**src/rtl/tpc_pkg.sv**
```systemverilog
`timescale 1ns / 1ps
// ----------------------------------------------------------------------------
// tpc_pkg
// Shared types, codes and constants of the touch press classifier.
// ----------------------------------------------------------------------------
package tpc_pkg;

    // Calibration settings
    localparam int CAL_SAMPLES     = 4;
    localparam int UNTOUCHED_LIMIT = 40;
    localparam int CAL_LIMIT       = UNTOUCHED_LIMIT * CAL_SAMPLES;
    localparam int CAL_LIMIT_W     = 12;
    // Sum / CAL_SAMPLES by reciprocal multiply, exact for 8-bit sums
    localparam int CAL_RECIP_SHIFT = 16;
    localparam int CAL_RECIP       = ((2 ** CAL_RECIP_SHIFT) + CAL_SAMPLES - 1) / CAL_SAMPLES;
    localparam int CAL_RECIP_W     = CAL_RECIP_SHIFT + 1;

    localparam int TIME_W   = 32;
    localparam int COUNT_W  = 16;
    localparam int SUM_W    = 8;
    localparam int THRESH_W = 7;
    localparam int CFG_W    = 16;
    localparam int CFG_IDX_W = 2;

    localparam logic [THRESH_W-1:0] THRESH_RESET = 7'd14;
    localparam logic [THRESH_W-1:0] THRESH_MAX   = 7'd127;

    localparam logic [CFG_W-1:0] LONG_PRESS_RESET = 16'd500;
    localparam logic [CFG_W-1:0] MIN_PRESS_RESET  = 16'd50;
    localparam logic [CFG_W-1:0] GAP_RESET        = 16'd1500;

    // Configuration register indexes
    localparam logic [CFG_IDX_W-1:0] CFG_LONG_PRESS = 2'd0;
    localparam logic [CFG_IDX_W-1:0] CFG_MIN_PRESS  = 2'd1;
    localparam logic [CFG_IDX_W-1:0] CFG_GAP        = 2'd2;

    typedef enum logic {
        CMD_POLL = 1'b0,
        CMD_CAL  = 1'b1
    } cmd_t;

    typedef enum logic [1:0] {
        PH_IDLE   = 2'd0,
        PH_DOWN   = 2'd1,
        PH_ASSERT = 2'd2,
        PH_WAIT   = 2'd3
    } phase_t;

    typedef enum logic [1:0] {
        RES_NONE  = 2'd0,
        RES_SHORT = 2'd1,
        RES_LONG  = 2'd2
    } press_res_t;

    typedef struct packed {
        logic [CFG_W-1:0] long_press_ms;
        logic [CFG_W-1:0] min_press_ms;
        logic [CFG_W-1:0] gap_ms;
    } press_cfg_t;

    typedef struct packed {
        cmd_t                cmd;
        logic [TIME_W-1:0]   now_ms;
        logic [COUNT_W-1:0]  discharge_count;
        logic [SUM_W-1:0]    cal_sum;
    } poll_item_t;

    typedef struct packed {
        logic                cal_discarded;
        logic [THRESH_W-1:0] threshold_now;
        logic [COUNT_W-1:0]  peak_discharge;
        phase_t              press_phase;
        logic                pad_touched;
        press_res_t          touch_result;
    } press_result_t;

endpackage

```
**src/rtl/tpc_press_fsm.sv**
```systemverilog
`timescale 1ns / 1ps
// ----------------------------------------------------------------------------
// tpc_press_fsm
// Press phase machine, peak tracking and threshold calibration for one item.
// ----------------------------------------------------------------------------
module tpc_press_fsm
    import tpc_pkg::*;
(
    input  logic          aclk,
    input  logic          aresetn,
    input  logic          advance,
    input  poll_item_t    item,
    input  press_cfg_t    cfg,
    output press_result_t result
);

    phase_t               phase_reg, phase_next;
    logic [TIME_W-1:0]    event_time_reg, event_time_next;
    logic [THRESH_W-1:0]  thresh_reg, thresh_next;
    logic [COUNT_W-1:0]   peak_reg, peak_next;
    press_res_t           held_reg, held_next;

    logic [TIME_W-1:0]    elapsed;
    logic                 raw_touch;
    logic [COUNT_W-1:0]   peak_max;
    logic                 past_long;
    logic                 past_min;
    logic                 past_gap;
    logic                 cal_sat;
    logic [SUM_W+CAL_RECIP_W-1:0] cal_prod;
    logic [SUM_W-1:0]     cal_quot;
    logic [SUM_W:0]       cal_thresh;
    logic                 touched;
    logic                 discarded;

    assign elapsed   = item.now_ms - event_time_reg;
    assign raw_touch = item.discharge_count > {{(COUNT_W-THRESH_W){1'b0}}, thresh_reg};
    assign peak_max  = (item.discharge_count > peak_reg) ? item.discharge_count : peak_reg;
    assign past_long = elapsed > {{(TIME_W-CFG_W){1'b0}}, cfg.long_press_ms};
    assign past_min  = elapsed > {{(TIME_W-CFG_W){1'b0}}, cfg.min_press_ms};
    assign past_gap  = elapsed > {{(TIME_W-CFG_W){1'b0}}, cfg.gap_ms};

    assign cal_sat    = {{(CAL_LIMIT_W-SUM_W){1'b0}}, item.cal_sum}
                        >= CAL_LIMIT_W'(CAL_LIMIT);
    assign cal_prod   = {{CAL_RECIP_W{1'b0}}, item.cal_sum}
                        * {{SUM_W{1'b0}}, CAL_RECIP_W'(CAL_RECIP)};
    assign cal_quot   = cal_prod[CAL_RECIP_SHIFT +: SUM_W];
    assign cal_thresh = {cal_quot, 1'b0};

    always_ff @(posedge aclk) begin
        if (!aresetn) begin
            phase_reg      <= PH_IDLE;
            event_time_reg <= '0;
            thresh_reg     <= THRESH_RESET;
            peak_reg       <= '0;
            held_reg       <= RES_NONE;
        end else if (advance) begin
            phase_reg      <= phase_next;
            event_time_reg <= event_time_next;
            thresh_reg     <= thresh_next;
            peak_reg       <= peak_next;
            held_reg       <= held_next;
        end
    end

    always_comb begin
        phase_next      = phase_reg;
        event_time_next = event_time_reg;
        thresh_next     = thresh_reg;
        peak_next       = peak_reg;
        held_next       = held_reg;
        touched         = 1'b0;
        discarded       = 1'b0;

        if (item.cmd == CMD_CAL) begin
            if (cal_sat) begin
                discarded = 1'b1;
            end else if (cal_thresh > {2'b00, THRESH_MAX}) begin
                thresh_next = THRESH_MAX;
            end else begin
                thresh_next = cal_thresh[THRESH_W-1:0];
            end
        end else begin
            touched = raw_touch;
            case (phase_reg)
                PH_IDLE: begin
                    // peak restarts at zero when a press begins
                    peak_next = raw_touch ? '0 : peak_max;
                    if (raw_touch) begin
                        phase_next      = PH_DOWN;
                        event_time_next = item.now_ms;
                    end
                end
                PH_DOWN: begin
                    peak_next = peak_max;
                    if (!raw_touch || past_long) begin
                        if (past_min) begin
                            held_next       = past_long ? RES_LONG : RES_SHORT;
                            phase_next      = PH_ASSERT;
                            event_time_next = item.now_ms;
                        end else begin
                            // too short: drop
                            phase_next = PH_IDLE;
                        end
                    end
                end
                PH_ASSERT: begin
                    if (past_gap) begin
                        held_next  = RES_NONE;
                        phase_next = PH_WAIT;
                    end
                end
                PH_WAIT: begin
                    peak_next = raw_touch ? peak_max : '0;
                    if (!raw_touch) begin
                        phase_next = PH_IDLE;
                    end
                end
                default: begin
                    phase_next = PH_IDLE;
                end
            endcase
        end
    end

    always_comb begin
        result.touch_result   = held_next;
        result.pad_touched    = touched;
        result.press_phase    = phase_next;
        result.peak_discharge = peak_next;
        result.threshold_now  = thresh_next;
        result.cal_discarded  = discarded;
    end

endmodule

```
**src/rtl/touch_press_classifier_unit.sv**
```systemverilog
`timescale 1ns / 1ps
// ----------------------------------------------------------------------------
// touch_press_classifier_unit
// Short/long press classifier for a capacitive touch pad.
// ----------------------------------------------------------------------------
// Usage:
//   s_ channel: one request per poll or calibration item. s_tuser = cmd
//   (0 poll, 1 calibration); s_tdata carries now_ms, discharge_count, cal_sum.
//   m_ channel: exactly one result per request, in order, carrying the held
//   press report, touch flag, press phase, peak count, threshold and the
//   calibration-discarded flag.
//   cfg_ port: write long_press_ms (0), min_press_ms (1), gap_ms (2) while
//   no request is in flight; other indexes are ignored.
// Path: a request passes through the input register, then through the phase
//   machine into the result register, which drives m_tvalid and m_tdata.
// Throughput: one request per cycle while m_tready is high; the phase
//   machine state is updated in the same cycle that fills the result register.
// Reset: aresetn low clears both channels, puts the phase machine in idle,
//   threshold to 14, peak and report to zero, configuration registers to their defaults.
// Stall: while m_tready is low the result holds; one more request is taken
//   into the input register, then s_tready drops.
// ----------------------------------------------------------------------------
module touch_press_classifier_unit
    import tpc_pkg::*;
(
    input  logic                 aclk,
    input  logic                 aresetn,
    // configuration write port
    input  logic                 cfg_wr_en,
    input  logic [CFG_IDX_W-1:0] cfg_index,
    input  logic [CFG_W-1:0]     cfg_data,
    // request channel
    input  logic                 s_tvalid,
    output logic                 s_tready,
    input  logic [55:0]          s_tdata,  // now_ms[31:0], discharge_count[47:32], cal_sum[55:48]
    input  logic                 s_tuser,  // cmd[0]
    // result channel
    output logic                 m_tvalid,
    input  logic                 m_tready,
    output logic [31:0]          m_tdata   // touch_result[1:0], pad_touched[2],
                                           // press_phase[4:3], peak_discharge[20:5],
                                           // threshold_now[27:21], cal_discarded[28]
);

    press_cfg_t    cfg_reg;
    logic          in_valid_reg;
    poll_item_t    in_item_reg;
    logic          out_valid_reg;
    press_result_t out_data_reg;
    press_result_t fsm_result;
    logic          out_free;
    logic          advance;

    assign out_free = !out_valid_reg || m_tready;
    assign advance  = in_valid_reg && out_free;
    assign s_tready = !in_valid_reg || out_free;

    always_ff @(posedge aclk) begin
        if (!aresetn) begin
            cfg_reg.long_press_ms <= LONG_PRESS_RESET;
            cfg_reg.min_press_ms  <= MIN_PRESS_RESET;
            cfg_reg.gap_ms        <= GAP_RESET;
        end else if (cfg_wr_en) begin
            case (cfg_index)
                CFG_LONG_PRESS: cfg_reg.long_press_ms <= cfg_data;
                CFG_MIN_PRESS:  cfg_reg.min_press_ms  <= cfg_data;
                CFG_GAP:        cfg_reg.gap_ms        <= cfg_data;
                default:        ;
            endcase
        end
    end

    always_ff @(posedge aclk) begin
        if (!aresetn) begin
            in_valid_reg <= 1'b0;
        end else if (s_tready) begin
            in_valid_reg <= s_tvalid;
        end
    end

    always_ff @(posedge aclk) begin
        if (s_tready && s_tvalid) begin
            in_item_reg.cmd             <= cmd_t'(s_tuser);
            in_item_reg.now_ms          <= s_tdata[31:0];
            in_item_reg.discharge_count <= s_tdata[47:32];
            in_item_reg.cal_sum         <= s_tdata[55:48];
        end
    end

    tpc_press_fsm u_press_fsm (
        .aclk    (aclk),
        .aresetn (aresetn),
        .advance (advance),
        .item    (in_item_reg),
        .cfg     (cfg_reg),
        .result  (fsm_result)
    );

    always_ff @(posedge aclk) begin
        if (!aresetn) begin
            out_valid_reg <= 1'b0;
        end else if (out_free) begin
            out_valid_reg <= in_valid_reg;
        end
    end

    always_ff @(posedge aclk) begin
        if (advance) begin
            out_data_reg <= fsm_result;
        end
    end

    assign m_tvalid = out_valid_reg;
    assign m_tdata  = {3'b000,
                       out_data_reg.cal_discarded,
                       out_data_reg.threshold_now,
                       out_data_reg.peak_discharge,
                       out_data_reg.press_phase,
                       out_data_reg.pad_touched,
                       out_data_reg.touch_result};

    // A report is held exactly while the phase machine sits in asserted
    a_report_matches_phase: assert property (@(posedge aclk) disable iff (!aresetn)
        m_tvalid |-> ((m_tdata[4:3] == PH_ASSERT) == (m_tdata[1:0] != RES_NONE)))
        else $error("held report does not match press phase");

    // Calibration and poll flags never appear together
    a_flags_exclusive: assert property (@(posedge aclk) disable iff (!aresetn)
        m_tvalid |-> !(m_tdata[28] && m_tdata[2]))
        else $error("cal_discarded and pad_touched both set");

    // An empty result register must never hold off requests
    a_ready_when_empty: assert property (@(posedge aclk) disable iff (!aresetn)
        !m_tvalid |-> s_tready)
        else $error("request channel stalled with empty result register");

    // A request that leaves the input register reaches the output next cycle
    a_result_follows: assert property (@(posedge aclk) disable iff (!aresetn)
        advance |=> m_tvalid)
        else $error("processed request produced no result");

endmodule
```
**config.mk**
```make
export PLATFORM = sky130hd
export DESIGN_NAME = touch_press_classifier_unit
export DESIGN_NICKNAME = d
export VERILOG_FILES = /design/src/rtl/tpc_pkg.sv /design/src/rtl/tpc_press_fsm.sv /design/src/rtl/touch_press_classifier_unit.sv
export SDC_FILE = /design/constraint.sdc
export NUM_CORES = 1
export LEC_CHECK = 0
export ABC_AREA = 1
export ABC_CLOCK_PERIOD_IN_PS = 10200
export BUFFER_PORTS_ARGS = -buffer_cell sky130_fd_sc_hd__buf_4
export CORE_ASPECT_RATIO = 0.9
export CORE_MARGIN = 8
export CORE_UTILIZATION = 34
export CTS_CLUSTER_DIAMETER = 100
export DETAILED_ROUTE_END_ITERATION = 16
export PLACE_DENSITY_LB_ADDON = 0.25
export SLEW_MARGIN = 30
export SYNTH_ARGS = -nofsm -noshare
export SYNTH_HDL_FRONTEND = slang
export SYNTH_HIERARCHICAL = 1
export SYNTH_SLANG_ARGS = --single-unit
```
**constraint.sdc**
```tcl
create_clock -name aclk -period 10.2 [get_ports aclk]
set_clock_uncertainty 0.1 [all_clocks]
set_input_delay 0.51 -clock aclk [delete_from_list [all_inputs] [get_ports aclk]]
set_output_delay 0.51 -clock aclk [all_outputs]
set_load 0.05 [all_outputs]
```
==> results.cfg, run 1 <==
[outcome]
status = complete, no violations

[clocking]
cts_hold_buffers = 0
clockBufferDepth = 2
cts_max_level = 4
clk_latency_ns = 0.46
cts_buffers = 17
clock-sinks = 193
clockRootBuffer = clkbuf_16
post_cts_resize_count = 0
tritoncts = done
post_cts_buffers = 0
clk_pin_slew_ns = 0.08

[setup_path]
cp-end-kind = flip-flop
critPathKind = reg2reg
startpoint_type = flip-flop
cp_max_fo = 34
crit_arrival_ns = 4.96
rr_startpoint = in_item_reg[25]
critPathCapture = u_press_fsm/event_time_reg[1]
r2r_slack_ns = 5.49
crit_start = in_item_reg[25]
reg2reg_depth = 21
rr_endpoint = u_press_fsm/event_time_reg[1]
required_ns = 10.44

[timing]
setup_slack_ns = 5.49
tns_ns = 0
maxSlewViolCount = 0
worst_hold_slack_ns = 0.123
clock.fmax_ghz = 0.212
setup_violations = 0
period_minus_slack_ns = 4.71
period_share_pct = 46.2
worst_pin_slew_ns = 0.838
relSlewSlack_pct = 44.1
rsz0062_at_grt = false
finalHoldViolCount = 0

[power]
internal_power_mw = 1.39
p_sw_share_pct = 33.9
power.leakage_nw = 7.14
p_seq_share_pct = 41.8
p_switching_mw = 0.714
power_frac_comb_pct = 26.4
pwr-share-clk_pct = 31.8
powerDensity_mw_per_mm2 = 150
finalPower_mw = 2.11
peakVddDrop_uv = 101

[drt]
vias_per_cell = 4.63
drt_iter0_markers = 627
wirelength_um = 31800
drtAntennaViolNets = 0
wl_per_cell_um = 13.9
drc = 0
firstDrtPassIters = 5
num_vias = 10600

[hold_path]
hold_class = in2reg

[layout]
largest_register_ffs = 55
drive_gt1_share_pct = 9.96
synthToLayoutAreaGrowth_pct = 14.8
layout.nets = 1982
antennaDiodeCount = 0

[floorplan]
core_mm2 = 0.0358
die-area_mm2 = 0.0422
fp-row-count = 66
die_h_um = 196
initial_core_util_pct = 34.2
chipWidth_um = 216
io_pins = 114

[synth]
synthCells = 1708
yosys_warnings = 6
syn_area_per_cell_um2 = 7.15
synth.cell_area_mm2 = 0.0122

[global_route]
grt_pass1_vias = 10100
groute.usage.overall_pct = 15.2
antenna_found_initial = 0
grt_pass1_wl_um = 52000
grt_max_degree = 56
overflow = 0

[placed_design]
portBuffers = 108
finalWeightedCongestion = 0.870
dp_hpwl_um = 23600
place_worst_setup_slack_ns = 5.48

[flow_run]
drv_cap = 0
## power by group through the flow
stage	Sequential, mW	Clock (mW)	Combinational (mW)
5_1_grt	0.886	0.726	0.640
4_1_cts	0.881	0.698	0.558
2_1_floorplan	0.913	0	0.381
6_report	0.880	0.671	0.557
3_3_place_gp	0.897	0	0.543
3_5_place_dp	0.898	0	0.556
## placed cells by master (no fill, tap or decap), types with 5 or more instances in the layout
cell type and count:
nand2_1 470, xor2_1 14, nor4_1 31, nor2_1 169, dfxtp_1 109, o21ai_1 26
inv_2 13, ha_1 106, a22oi_1 6, nand4_1 26, o21a_1 13, o21ai_0 23
nand3_1 79, o211ai_1 15, buf_4 116, inv_1 335, edfxtp_1 84, a21oi_1 87
and2_1 5, clkbuf_16 17, inv_6 5, nor3_1 6
## layout make-up
cell class	instances	area, µm²
Inverter	350	1310
Multi-Input combinational cell	1117	5970
Tap cell	476	596
Timing Repair Buffer	116	871
Fill cell	3784	21700
Sequential cell	193	4700
Clock buffer	17	425
Clock inverter	15	149
## how the worst min path moves through the flow
stage | from | endpoint | slack (ns) | depth (start not counted)
floorplan | cfg_reg[10] | cfg_reg[10] | 0.33 | 2
global placement | cfg_reg[7] | cfg_reg[7] | 0.34 | 2
detailed placement | cfg_reg[34] | cfg_reg[34] | 0.34 | 2
CTS | s_tdata[5] | in_item_reg[29] | 0.1 | 1
global route | s_tdata[5] | in_item_reg[29] | 0.1 | 1
finish | s_tdata[5] | in_item_reg[29] | 0.12 | 1
## layer usage
metal  GRT usage, %  part of all wire (%)
met5              0                     0
met3           2.73                   3.6
met4           3.88                   1.1
met1           21.3                    51
met2           23.8                    44
## stage by stage
stage / utilization, % / std cells / instance area (µm²)
after floorplan: - / 1710 / 12200
after global placement: 37.6 / 2252 / 13400
after detailed placement: 37.6 / 2252 / 13400
after CTS: 39.2 / 2284 / 14000
after global routing: 39.2 / 2284 / 14000
final: 39.2 / 2284 / 14000
## critical path, stage by stage (launching register included)
cell	delay (ns)
edfxtp_1	0.46
inv_1	0.11
fa_1	0.46
inv_1	0.14
nand3_1	0.08
nand3_1	0.16
nand3_1	0.10
nand3_1	0.22
xor2_1	0.39
ha_1	0.22
a21oi_1	0.07
o21ai_0	0.27
nor2_1	0.12
a32oi_1	0.37
nand3b_4	0.26
a21boi_4	0.05
buf_4	0.26
nor3_4	0.15
buf_4	0.37
nand2_1	0.09
nand2_1	0.07
nor2_1	0.05
No activity file was read; power rests on OpenSTA's default activity.
==> run 2, diff against run 1 <==
ABC_CLOCK_PERIOD_IN_PS = 3900   (was 10200)
clock period = 3.9 ns   (was 10.2 ns; I/O delays follow)
==> run 2 against run 1 <==
Utilization rose by 5.6 points. Global-route usage up 0.45 points. Largest power group unchanged. Worst hold slack worse by 0.094 ns.
==> results.cfg, run 2 (synthesized netlist as in run 1, its figures left out) <==
[global_route]
grt_max_degree = 49
grt_pass1_wl_um = 53600
overflow = 0
grt_pass1_vias = 10700
antenna_found_initial = 0
groute.usage.overall_pct = 15.6

[outcome]
status = complete, no violations

[drt]
vias_per_cell = 4.63
drc = 0
num_vias = 11200
firstDrtPassIters = 5
drtAntennaViolNets = 0
wirelength_um = 34100
wl_per_cell_um = 14.1
drt_iter0_markers = 616

[power]
power.leakage_nw = 7.86
peakVddDrop_uv = 301
p_sw_share_pct = 33.4
p_switching_mw = 1.97
pwr-share-clk_pct = 29.2
internal_power_mw = 3.93
power_frac_comb_pct = 31.7
p_seq_share_pct = 39.1
powerDensity_mw_per_mm2 = 368

[layout]
antennaDiodeCount = 0
multi_input_area_mm2 = 0.00673
finalNonFillerCells = 2413
layout.nets = 2111
synthToLayoutAreaGrowth_pct = 31.2
num-fill-cells = 3533
drive_gt1_share_pct = 17.7
register_area_mm2 = 0.00471
most-common-layout-cells = nand2_1, inv_1, nor2_1, buf_4, dfxtp_1
layout_commonest_cell = nand2_1
final_core_util_pct = 44.8
stdcell_area_mm2 = 0.0160
largest_register_ffs = 55

[timing]
relSlewSlack_pct = 49.4
setup_violations = 0
tns_ns = 0
worst_hold_slack_ns = 0.0295
clock.fmax_ghz = 0.262
period_share_pct = 98.0
maxSlewViolCount = 0
period_minus_slack_ns = 3.82
worst_pin_slew_ns = 0.758
finalHoldViolCount = 0

[clocking]
clk_pin_slew_ns = 0.07
clockRootBuffer = clkbuf_16
tritoncts = done
cts_max_level = 4
clockBufferDepth = 2
clock-sinks = 193
cts_buffers = 17
clk_latency_ns = 0.45

[setup_path]
cp_max_fo = 8
critPathKind = reg2reg
required_ns = 4.19
startpoint_type = flip-flop
crit_arrival_ns = 4.12
cp-end-kind = flip-flop

[flow_run]
drv_cap = 0

[floorplan]
die_h_um = 196
fp-row-count = 66
core_mm2 = 0.0358
chipWidth_um = 216
io_pins = 114
die-area_mm2 = 0.0422
initial_core_util_pct = 34.2

[placed_design]
placed_area_mm2 = 0.0137
dp_hpwl_um = 24800
portBuffers = 108
dp_cells = 2288
finalWeightedCongestion = 0.866

[hold_path]
hold_class = in2reg
## run 2: cell types whose count changed in the layout (fill, tap and decap cells not counted), moves of 22 or more
| cell | previous run | this run |
|---|---|---|
| nand2_1 | 470 | 424 |
| dlygate4sd3_1 | 0 | 75 |
| ha_1 | 106 | 84 |
| ha_4 | 0 | 22 |
| nand2_2 | 4 | 40 |
| buf_4 | 116 | 162 |
## run 2: final timing paths
kind	from	end	slack (ns)	depth (start not counted)
hold reg to reg	cfg_reg[10]	cfg_reg[10]	0.36	2
hold / removal	cfg_index[0]	cfg_reg[4]	0.03	4
setup / recovery	in_item_reg[34]	u_press_fsm/event_time_reg[23]	0.08	20
setup reg to reg	in_item_reg[34]	u_press_fsm/event_time_reg[23]	0.08	20
## run 2: worst max-delay path: stages, from the launching register on
cell	delay [ns]
edfxtp_1	0.43
ha_4	0.27
nand2_2	0.13
inv_1	0.05
nand2_1	0.06
nand2_1	0.12
inv_1	0.14
nand3_4	0.11
xor2_4	0.21
ha_1	0.30
nand4_1	0.20
a31oi_1	0.21
nor2_1	0.11
a32oi_4	0.22
nand3b_4	0.21
a21boi_4	0.08
nor3_4	0.32
buf_6	0.17
clkbuf_16	0.15
o21ai_1	0.06
nor2_1	0.11
## run 2: timing repair
| item | 4_1_cts | 5_1_grt |
|---|---|---|
| hold buffers | 75 | 0 |
| setup buffers | 1 | 20 |
| cloned | 0 | 2 |
| endpoints found under the hold margin | 104 | 0 |
| gates resized for setup | 5 | 150 |
| pin swaps | 1 | 57 |
| endpoints found under the setup margin | 32 | 40 |
## run 2: per-layer routing
metal	share of wire [%]	track usage, %	wire length [µm]	up-vias
met3	3.8	3.05	1280	20
li1	-	-	-	5824
met5	0	0	0	-
met1	49	21.1	16800	5156
met2	46	25.5	15700	176
met4	0.92	3.58	314	0
## run 2: stage by stage
stage | setup WS [ns] | total power [mW]
finish | 0.0774 | 5.90
floorplan | 0.453 | 3.38
CTS | 0.0111 | 5.71
global placement | -0.119 | 3.85
detailed placement | -0.111 | 3.88
global route | -0.0660 | 6.28
## run 2: layout make-up
class / instances / share of cell area (%)
Sequential cell: 193 / 29.4
Inverter: 350 / 8.20
Clock inverter: 10 / 0.469
Clock buffer: 22 / 3.16
Tap cell: 476 / 3.72
Multi-Input combinational cell: 1117 / 42.0
Timing Repair Buffer: 245 / 13.1
## run 2: power groups by stage
stage               combinational [mW]  clock, mW  sequential, mW
floorplan                        0.996          0            2.39
global route                      2.10       1.86            2.32
finish                            1.87       1.72            2.31
detailed placement                1.54          0            2.35
CTS                               1.62       1.79            2.30
global placement                  1.51          0            2.34
==> run 3, diff against run 2 <==
SETUP_SLACK_MARGIN = 0.5   (was not set)
==> run 3 against run 2 <==
First-iteration DRC count is 5.5% lower. Count of clock-buffer cells in the layout is 5 lower. Critical path type unchanged. Flip-flop and latch count stayed put. Critical path depth is 3 higher. Critical endpoint is now u_press_fsm/event_time_reg[0]. Combinational power hardly changed. Worst setup slack better by 0.087 ns. Register-to-register slack better by 0.09 ns. Routed wire length is 0.56% higher. Largest cell class unchanged. Global-route usage is 0.53 points higher. Clock power hardly changed. Fmax is 2.3% higher.
==> results.cfg, run 3 (synthesized netlist as in run 1, its figures left out) <==
[power]
finalPower_mw = 5.89
power_frac_comb_pct = 31.8
power.leakage_nw = 7.87
peakVddDrop_uv = 305
pwr-share-clk_pct = 29.0
powerDensity_mw_per_mm2 = 367
p_seq_share_pct = 39.2
p_switching_mw = 2.03
internal_power_mw = 3.86
p_sw_share_pct = 34.5

[placed_design]
dp_hpwl_um = 24400
place_worst_setup_slack_ns = 0.0131
placed_area_mm2 = 0.0138
portBuffers = 108
dp_cells = 2292
finalWeightedCongestion = 0.898

[floorplan]
core_mm2 = 0.0358
die_h_um = 196
fp-row-count = 66
io_pins = 114
initial_core_util_pct = 34.2
die-area_mm2 = 0.0422
chipWidth_um = 216

[drt]
wl_per_cell_um = 14.1
wirelength_um = 34300
firstDrtPassIters = 5
num_vias = 11300
drc = 0
drtAntennaViolNets = 0
drt_iter0_markers = 582
vias_per_cell = 4.65

[layout]
register_area_mm2 = 0.00470
antennaDiodeCount = 0
final_core_util_pct = 44.8
finalNonFillerCells = 2424
drive_gt1_share_pct = 18.2
num-fill-cells = 3514
layout_commonest_cell = nand2_1
stdcell_area_mm2 = 0.0160
layout.nets = 2122
most-common-layout-cells = nand2_1, inv_1, buf_4
largest_register_ffs = 55
multi_input_area_mm2 = 0.00661
synthToLayoutAreaGrowth_pct = 31.3

[setup_path]
startpoint_type = flip-flop
required_ns = 4.15
critPathKind = reg2reg
cp_max_fo = 6
cp-end-kind = flip-flop
crit_arrival_ns = 3.99

[clocking]
cts_buffers = 17
clock-sinks = 193
cts_max_level = 4
clk_latency_ns = 0.46
clockBufferDepth = 2
clockRootBuffer = clkbuf_16
tritoncts = done
clk_pin_slew_ns = 0.08

[timing]
clock.fmax_ghz = 0.268
worst_pin_slew_ns = 0.811
period_share_pct = 95.8
relSlewSlack_pct = 45.8
period_minus_slack_ns = 3.74
setup_violations = 0
finalHoldViolCount = 0
setup_slack_ns = 0.165
maxSlewViolCount = 0
worst_hold_slack_ns = 0.0314
rsz0062_at_grt = true
tns_ns = 0

[global_route]
overflow = 0
grt_pass1_wl_um = 55700
grt_pass1_vias = 11000
antenna_found_initial = 0
grt_max_degree = 48
groute.usage.overall_pct = 16.2

[flow_run]
drv_cap = 0

[outcome]
status = complete, no violations

[hold_path]
hold_class = in2reg
## run 3: power by group through the flow
stage	Sequential [mW]	Clock [mW]	Combinational, mW
2_1_floorplan	2.39	0	0.996
3_3_place_gp	2.35	0	1.52
3_5_place_dp	2.35	0	1.55
4_1_cts	2.31	1.77	1.77
5_1_grt	2.32	1.84	2.10
6_report	2.31	1.70	1.87
## run 3: routing by layer
layer / wire [µm] / track usage, % / part of all wire (%)
met3: 1320 / 3.06 / 3.8
met4: 493 / 4.08 / 1.4
met2: 15500 / 26.0 / 45
met1: 16900 / 22.1 / 49
met5: 0 / 0 / 0
## run 3: final cells by class
class | instances | share of cell area, %
Inverter | 350 | 8.20
Clock inverter | 15 | 0.788
Sequential cell | 193 | 29.3
Timing Repair Buffer | 256 | 14.1
Multi-Input combinational cell | 1117 | 41.2
Tap cell | 476 | 3.71
Clock buffer | 17 | 2.65
## run 3: worst paths after layout
kind | from | end | slack [ns] | cells past startpoint
hold reg to reg | cfg_reg[10] | cfg_reg[10] | 0.36 | 2
setup reg to reg | in_item_reg[26] | u_press_fsm/event_time_reg[0] | 0.16 | 23
hold / removal | cfg_index[0] | cfg_reg[6] | 0.03 | 4
setup / recovery | in_item_reg[26] | u_press_fsm/event_time_reg[0] | 0.16 | 23
## run 3: worst max-delay path, stage by stage, from the launching register on
cell and delay [ns]:
edfxtp_1 0.52, ha_4 0.32, buf_6 0.12, nand2_2 0.06, nor2_2 0.04, nand2_1 0.06
nand3_2 0.10, nand2_2 0.09, nand2_2 0.06, xor2_1 0.14, buf_4 0.16, ha_4 0.27
nand4_1 0.16, a31oi_2 0.20, nor2_2 0.07, a32oi_2 0.25, nand3b_4 0.21, a21boi_4 0.07
nor3_4 0.15, buf_12 0.18, clkbuf_16 0.17, nand2_1 0.05, nand2_1 0.05, nor2_1 0.04
## run 3: what timing repair did
action / CTS / global route
pin swaps: 15 / 33
resized for setup: 92 / 39
hold buffers: 74 / 0
hold endpoints to repair: 105 / 0
buffers inserted: 16 / 5
setup endpoints to repair: 40 / 40
cloned: 2 / 3
